==> src/rtl/hisb_pkg.sv <==
// ============================================================================
// hisb_pkg: shared types and constants for the hashed id set builder
// Sizes, command codes, the hash seed and the per-cell operation strobes.
// ============================================================================
package hisb_pkg;

    // Store size and derived widths
    localparam int CAPACITY = 64;
    localparam int ID_W     = 64;
    localparam int CNT_W    = $clog2(CAPACITY + 1);
    localparam int COUNT_W  = 7;

    // Hash value of the empty set
    localparam logic [ID_W-1:0] SET_SEED = 64'h1866bb10b2b2fad7;

    // Command codes carried on s_tuser
    localparam logic [1:0] CMD_ADD        = 2'd0;
    localparam logic [1:0] CMD_REMOVE     = 2'd1;
    localparam logic [1:0] CMD_EMIT_KEEP  = 2'd2;
    localparam logic [1:0] CMD_EMIT_CLEAR = 2'd3;

    // Operation strobes broadcast to every cell of the chain
    typedef struct packed {
        logic cmp;   // register compare flags against the key
        logic ins;   // open a slot at the first not-less entry, write key
        logic del;   // close the slot of the matched entry
        logic rot;   // rotate the occupied part one place toward the head
    } hisb_op_t;

endpackage

==> src/rtl/hisb_cell.sv <==
// ============================================================================
// hisb_cell: one slot of the sorted id chain
// Holds one id, compares it with the key and trades values with neighbors.
// ============================================================================
module hisb_cell (
    input  logic                        aclk,
    input  hisb_pkg::hisb_op_t          op,
    input  logic [hisb_pkg::ID_W-1:0]   key,
    input  logic                        occ,       // slot lies below the count
    input  logic                        prev_lt,   // left neighbor's less flag
    input  logic [hisb_pkg::ID_W-1:0]   left_val,
    input  logic [hisb_pkg::ID_W-1:0]   right_val,
    input  logic [hisb_pkg::ID_W-1:0]   head_val,  // value of the first slot
    input  logic                        wrap,      // last occupied slot on rotate
    output logic [hisb_pkg::ID_W-1:0]   val,
    output logic                        lt,
    output logic                        eq
);

    logic [hisb_pkg::ID_W-1:0] val_reg, val_next;
    logic                      lt_reg, eq_reg;

    // Compare flags, only meaningful for occupied slots
    always_ff @(posedge aclk) begin
        if (op.cmp) begin
            lt_reg <= occ && (val_reg < key);
            eq_reg <= occ && (val_reg == key);
        end
    end

    // Slot update: on insert or delete entries below the key stay and the rest shift; rotate shifts all
    always_comb begin
        val_next = val_reg;
        priority if (op.ins) begin
            if (!lt_reg) begin
                val_next = prev_lt ? key : left_val;
            end
        end else if (op.del) begin
            if (!lt_reg) begin
                val_next = right_val;
            end
        end else if (op.rot) begin
            val_next = wrap ? head_val : right_val;
        end else begin
            val_next = val_reg;
        end
    end

    always_ff @(posedge aclk) begin
        val_reg <= val_next;
    end

    assign val = val_reg;
    assign lt  = lt_reg;
    assign eq  = eq_reg;

endmodule

==> config.mk <==
export PLATFORM = sky130hd
export DESIGN_NAME = hisb_cell
export DESIGN_NICKNAME = d
export VERILOG_FILES = /design/src/rtl/hisb_pkg.sv /design/src/rtl/hisb_cell.sv
export SDC_FILE = /design/constraint.sdc
export NUM_CORES = 1
export LEC_CHECK = 0
export BUFFER_PORTS_ARGS = -buffer_cell sky130_fd_sc_hd__buf_2
export CAP_MARGIN = 10
export CORE_AREA = 3 3 127 129
export CTS_BUF_LIST = sky130_fd_sc_hd__clkbuf_16
export CTS_CLUSTER_SIZE = 14
export DETAILED_ROUTE_END_ITERATION = 8
export DIE_AREA = 0 0 130 132
export PLACE_DENSITY = 0.7
export SETUP_SLACK_MARGIN = 0.05
export SYNTH_ARGS = -nofsm -noshare
export SYNTH_HDL_FRONTEND = slang
export SYNTH_SLANG_ARGS = --single-unit
==> constraint.sdc <==
create_clock -name aclk -period 9.78 [get_ports aclk]
set_clock_uncertainty 0.05 [all_clocks]
set_input_delay 0.978 -clock aclk [delete_from_list [all_inputs] [get_ports aclk]]
set_output_delay 0.978 -clock aclk [all_outputs]
set_load 0.02 [all_outputs]
# == Word level (Yosys, flattened, before mapping) ==
# Index checks and enable logic that the tools add are counted.
# op_classes
bitwise_logic,0
eq_ne,3
div,0
shift,0
multipliers,0
mux,7
n_reduce_logical,4
order_cmp,1
n_addsub,0
# ops
op,n
two-way mux 64 bit,7
equality test 64 bit,1
< comparator 64 bit,1
"!= test 2 bit, second input constant",2
AND reduction 3 bit,1
nonzero test 3 bit,1
logical AND 1 bit,2
# totals
mem_bits_rw,0
wordCells,18
rom_bits,0
reg_bits,66
n_memories,0
latch_bits,0
output_inout_bits,66

# == Logic depth before layout (Yosys ltp) ==
# depth
word_depth,4
ltp_mapped,8
depth_no_buf,8

# == Worst setup path after synthesis ==
# No wires, ideal clock.
# synth_timing
path_kind,input to register
start,in op[2] (netlist bit)
end,reg val_reg (netlist bit val[0]) (enable)
path_buffers,1
required_time_ps,9156
path_slack_ps,3305
t_arrival_ps,5851
stages,3
path_cell_list,clkbuf_1 nor2_1 o21ai_0
# synth_between
elab_chain_len,2
word_cells_on_any_way,3
cone_classes,1 x eq/ne; 2 x reduce/logical
# synth_lines
element,line,rtl
start: declaration,hisb_cell.sv:7,"input hisb_pkg::hisb_op_t op,"
!= test 2 bit (no source line) / nonzero test 3 bit (equally long branches),-,
AND reduction 3 bit (no source line) *,-,
end signal: assignment,hisb_cell.sv:50,val_reg <= val_next;
end: declaration,hisb_cell.sv:20,"logic [hisb_pkg::ID_W-1:0] val_reg, val_next;"
# Mark *: on every way between the ends. The rest lies on a longest branch, timed or not.
# A chain may end at the register's enable or synchronous reset.

# == Final worst setup path ==
# layout_timing
start,in key[43] (netlist bit)
end,"reg lt_reg (netlist: lt), data pin"
# layout_between
elab_chain_len,2
# layout_lines
element,line,rtl
start: declaration,hisb_cell.sv:8,"input logic [hisb_pkg::ID_W-1:0] key,"
< comparator 64 bit,hisb_cell.sv:26,lt_reg <= occ && (val_reg < key);
logical AND 1 bit,hisb_cell.sv:26,
end signal: assignment,hisb_cell.sv:26,
end: declaration,hisb_cell.sv:21,"logic lt_reg, eq_reg;"
# Every way passes these cells.

==> impl_metrics.tcl <==
set metrics [dict create \
    largest_register_ffs 64 \
    routed.top_layer "met4" \
    yosysWarningCount 0 \
    synthFlopType "edfxtp_1" \
    wl_met3_mm 1.342 \
    vias 5564 \
    combPwrFrac 0.324 \
    critPathLaunchType "primary input" \
    area_delta_synth_final_pct 35.99 \
    io_buffers 329 \
    cp_top_family "simple AND/OR/NAND/NOR gates" \
    maxSlewHeadroom 0.4161 \
    slowest_delay_ns 0.43 \
    synth_compound_area_frac 0.1943 \
    pwr-share-seq 0.387 \
    synth_xor_area_frac 0 \
    worst_pin_slew_ns 0.8759 \
    drt-initial-drc-count 191 \
    dpl.hpwl_mm 14.92 \
    fin_area_um2 7696 \
    grt_start_max_net_pins 75 \
    holdPathStages 1 \
    met2_wirelength_mm 9.260 \
    synth-adder-area-share 0.1415 \
    rows 45 \
    synthTopCellsByArea "edfxtp_1 35%, ha_1 14%, mux2i_1 11%" \
    crit_cells 8 \
    io_pins 330 \
    clockBufferDepth 2 \
    p_per_area_nw_per_um2 124.4 \
    finalMaxSlewViolations 0 \
    ff2ff_path_depth 6 \
    hold_slack_ns 0.8357 \
    clkTransAtPathRegs_ns 0.05 \
    crit_path_end_kind "register" \
    vias_per_cell 5.105 \
    seq_area_frac_synth 0.3502 \
    p_switching_w 0.0003098 \
    ys_ff_latch 66 \
    grt_pass1_wl_mm 27.21 \
    worstPathRequired_ns 9.79 \
    vdd.ir_drop.worst_v 0.00007446 \
    syn_area_per_cell_um2 9.608 \
    synth_top_family_by_area "compound AO/OA/AOI/OAI gates" \
    clk_latency_ns 0.33 \
    drv_cap 0 \
    fin_crit_sh 0.2728 \
    period_minus_slack_ns 2.668 \
    yosys-mux-area-fraction 0.1132 \
    path_buf_inv 2 \
    postSynthNetCount 917 \
    crit_slowest_cell "nor4_4" \
    place.gp.congestion 0.8220 \
    synth_most_common_cell "a21oi_1" \
    syn_inst 589 \
    initial_core_util 0.3736 \
    die_h_um 132 \
    synth-simple-area-share 0.1298 \
    path_cells "buf_2, inv_1, ha_1, nand4_1, nor4_4, nand4_2, nor4_2, a221oi_1" \
    dpl_cell_area_um2 7452 \
    layout.nets 1227 \
    cts_setup_buffers 0 \
    final-setup-viol-count 0 \
    wl_per_cell_um 16.90 \
    num_antenna_cells 0 \
    grt_pass1_vias 5532 \
    dieArea_um2 17160 \
    cts_resized 0 \
    netlist_area_um2 5659 \
    max_freq_mhz 374.8 \
    path_class "in -> reg" \
    fp.dieW_um 130 \
    synthTopCellsByCount "90 x a21oi_1, 67 x inv_1, 66 x edfxtp_1" \
    synth_top_area_frac 0.3502 \
    cts_tree "done" \
    crit_arrival_ns 2.68 \
    synth_cell_types 29 \
    pwr-share-clk 0.289 \
    swShare 0.3235 \
    cts_hold_buf 0 \
    async_reset_ff_frac 0 \
    intPower_w 0.0006478 \
    drc 0 \
    grt-ovfl-total 0 \
    design.core.area_um2 15150 \
    wl_met1_mm 7.470 \
    grt_usage 0.2029 \
    yosysTopAreaCell "edfxtp_1" \
    ant_nets 0 \
    holdCritPathClass "in -> reg" \
    antenna_found_initial 0 \
    cts.sinks 66 \
    setup_tns_ns 0 \
    worstPathMaxFanout 3 \
    synth_edf_count 66 \
    cts_buffers 9 \
    final-hold-violation-count 0 \
    cts-root-buf "clkbuf_16" \
    p_leak_nw 3.884 \
    drt_wl_total_mm 18.42 \
    utilization 0.5081 \
    drive_above_1_share 0.3914 \
    status "complete, no violations" \
    firstDrtPassIters 4 \
    grt_setup_unrepaired "false" \
    ctsHtreeMaxLevel 3 \
]
==> metal layers <==
layer  global-route usage  vias to the layer above
met4              0.06640                        0
met2               0.3668                      232
met3              0.04538                       25
met5                    0                        -
met1               0.2339                     2500
li1                     -                     2807
==> cell usage in the layout (no fill, tap or decap) <==
master     count
a2111oi_0      2
a211oi_1      65
a21o_1         7
a21oi_1       90
a221oi_1       3
and3_1         1
buf_2        327
buf_4          7
clkbuf_16      9
clkinv_1       1
edfxtp_1      66
ha_1          64
inv_1         71
mux2i_1       64
nand2_1       16
nand3_1        7
nand4_1        9
nand4_2        4
nand4_4        1
nand4b_1       1
nor2_1         5
nor2b_1       64
nor2b_4        1
nor3_1         2
nor4_1         1
nor4_2         1
nor4_4         2
o2111ai_1      1
o211ai_1       1
o21a_1         1
o21ai_0        6
o21ai_4        1
o22ai_1        1
==> power by group through the flow <==
| stage | combinational, W | sequential (W) | clock, W |
|---|---|---|---|
| after floorplan | 0.000147 | 0.000414 | 0 |
| after global placement | 0.000310 | 0.000375 | 0 |
| after detailed placement | 0.000313 | 0.000376 | 0 |
| after CTS | 0.000314 | 0.000371 | 0.000285 |
| after global routing | 0.000345 | 0.000374 | 0.000295 |
| final | 0.000311 | 0.000370 | 0.000277 |
==> metrics by stage <==
step / instances / setup WS [ns] / total power, W
floorplan: 589 / 3.305 / 0.0005613
global placement: 1076 / 6.818 / 0.0006847
detailed placement: 1076 / 6.784 / 0.0006889
CTS: 1090 / 7.143 / 0.0009693
global route: 1090 / 7.018 / 0.001014
finish: 1090 / 7.112 / 0.0009576
==> cell type report <==
cell class | count | area [um^2]
fillers | 1466 | 7450
repair buffers | 334 | 1689
clock buffers | 9 | 225.2
inverters | 67 | 251.5
flip-flops and latches | 66 | 1982
well taps | 188 | 235.2
clock inverters | 5 | 18.77
multi-input cells | 421 | 3294
==> final timing paths <==
check               startpoint      endpoint  slack (ns)
min                      op[3]  lt$_DFFE_PP_        0.84
max reg2reg  val[46]$_DFFE_PP_  lt$_DFFE_PP_        7.49
max                    key[43]  lt$_DFFE_PP_        7.11
min reg2reg  val[47]$_DFFE_PP_  lt$_DFFE_PP_        0.84
==> logic make-up after synthesis <==
group	after synthesis
AOI/OAI and AO/OA	178
and+or+nand+nor	115
buffers and inverters	102
DFF	66
muxes	64
adders and majority gates	64
No activity file was read; power rests on OpenSTA's default activity.
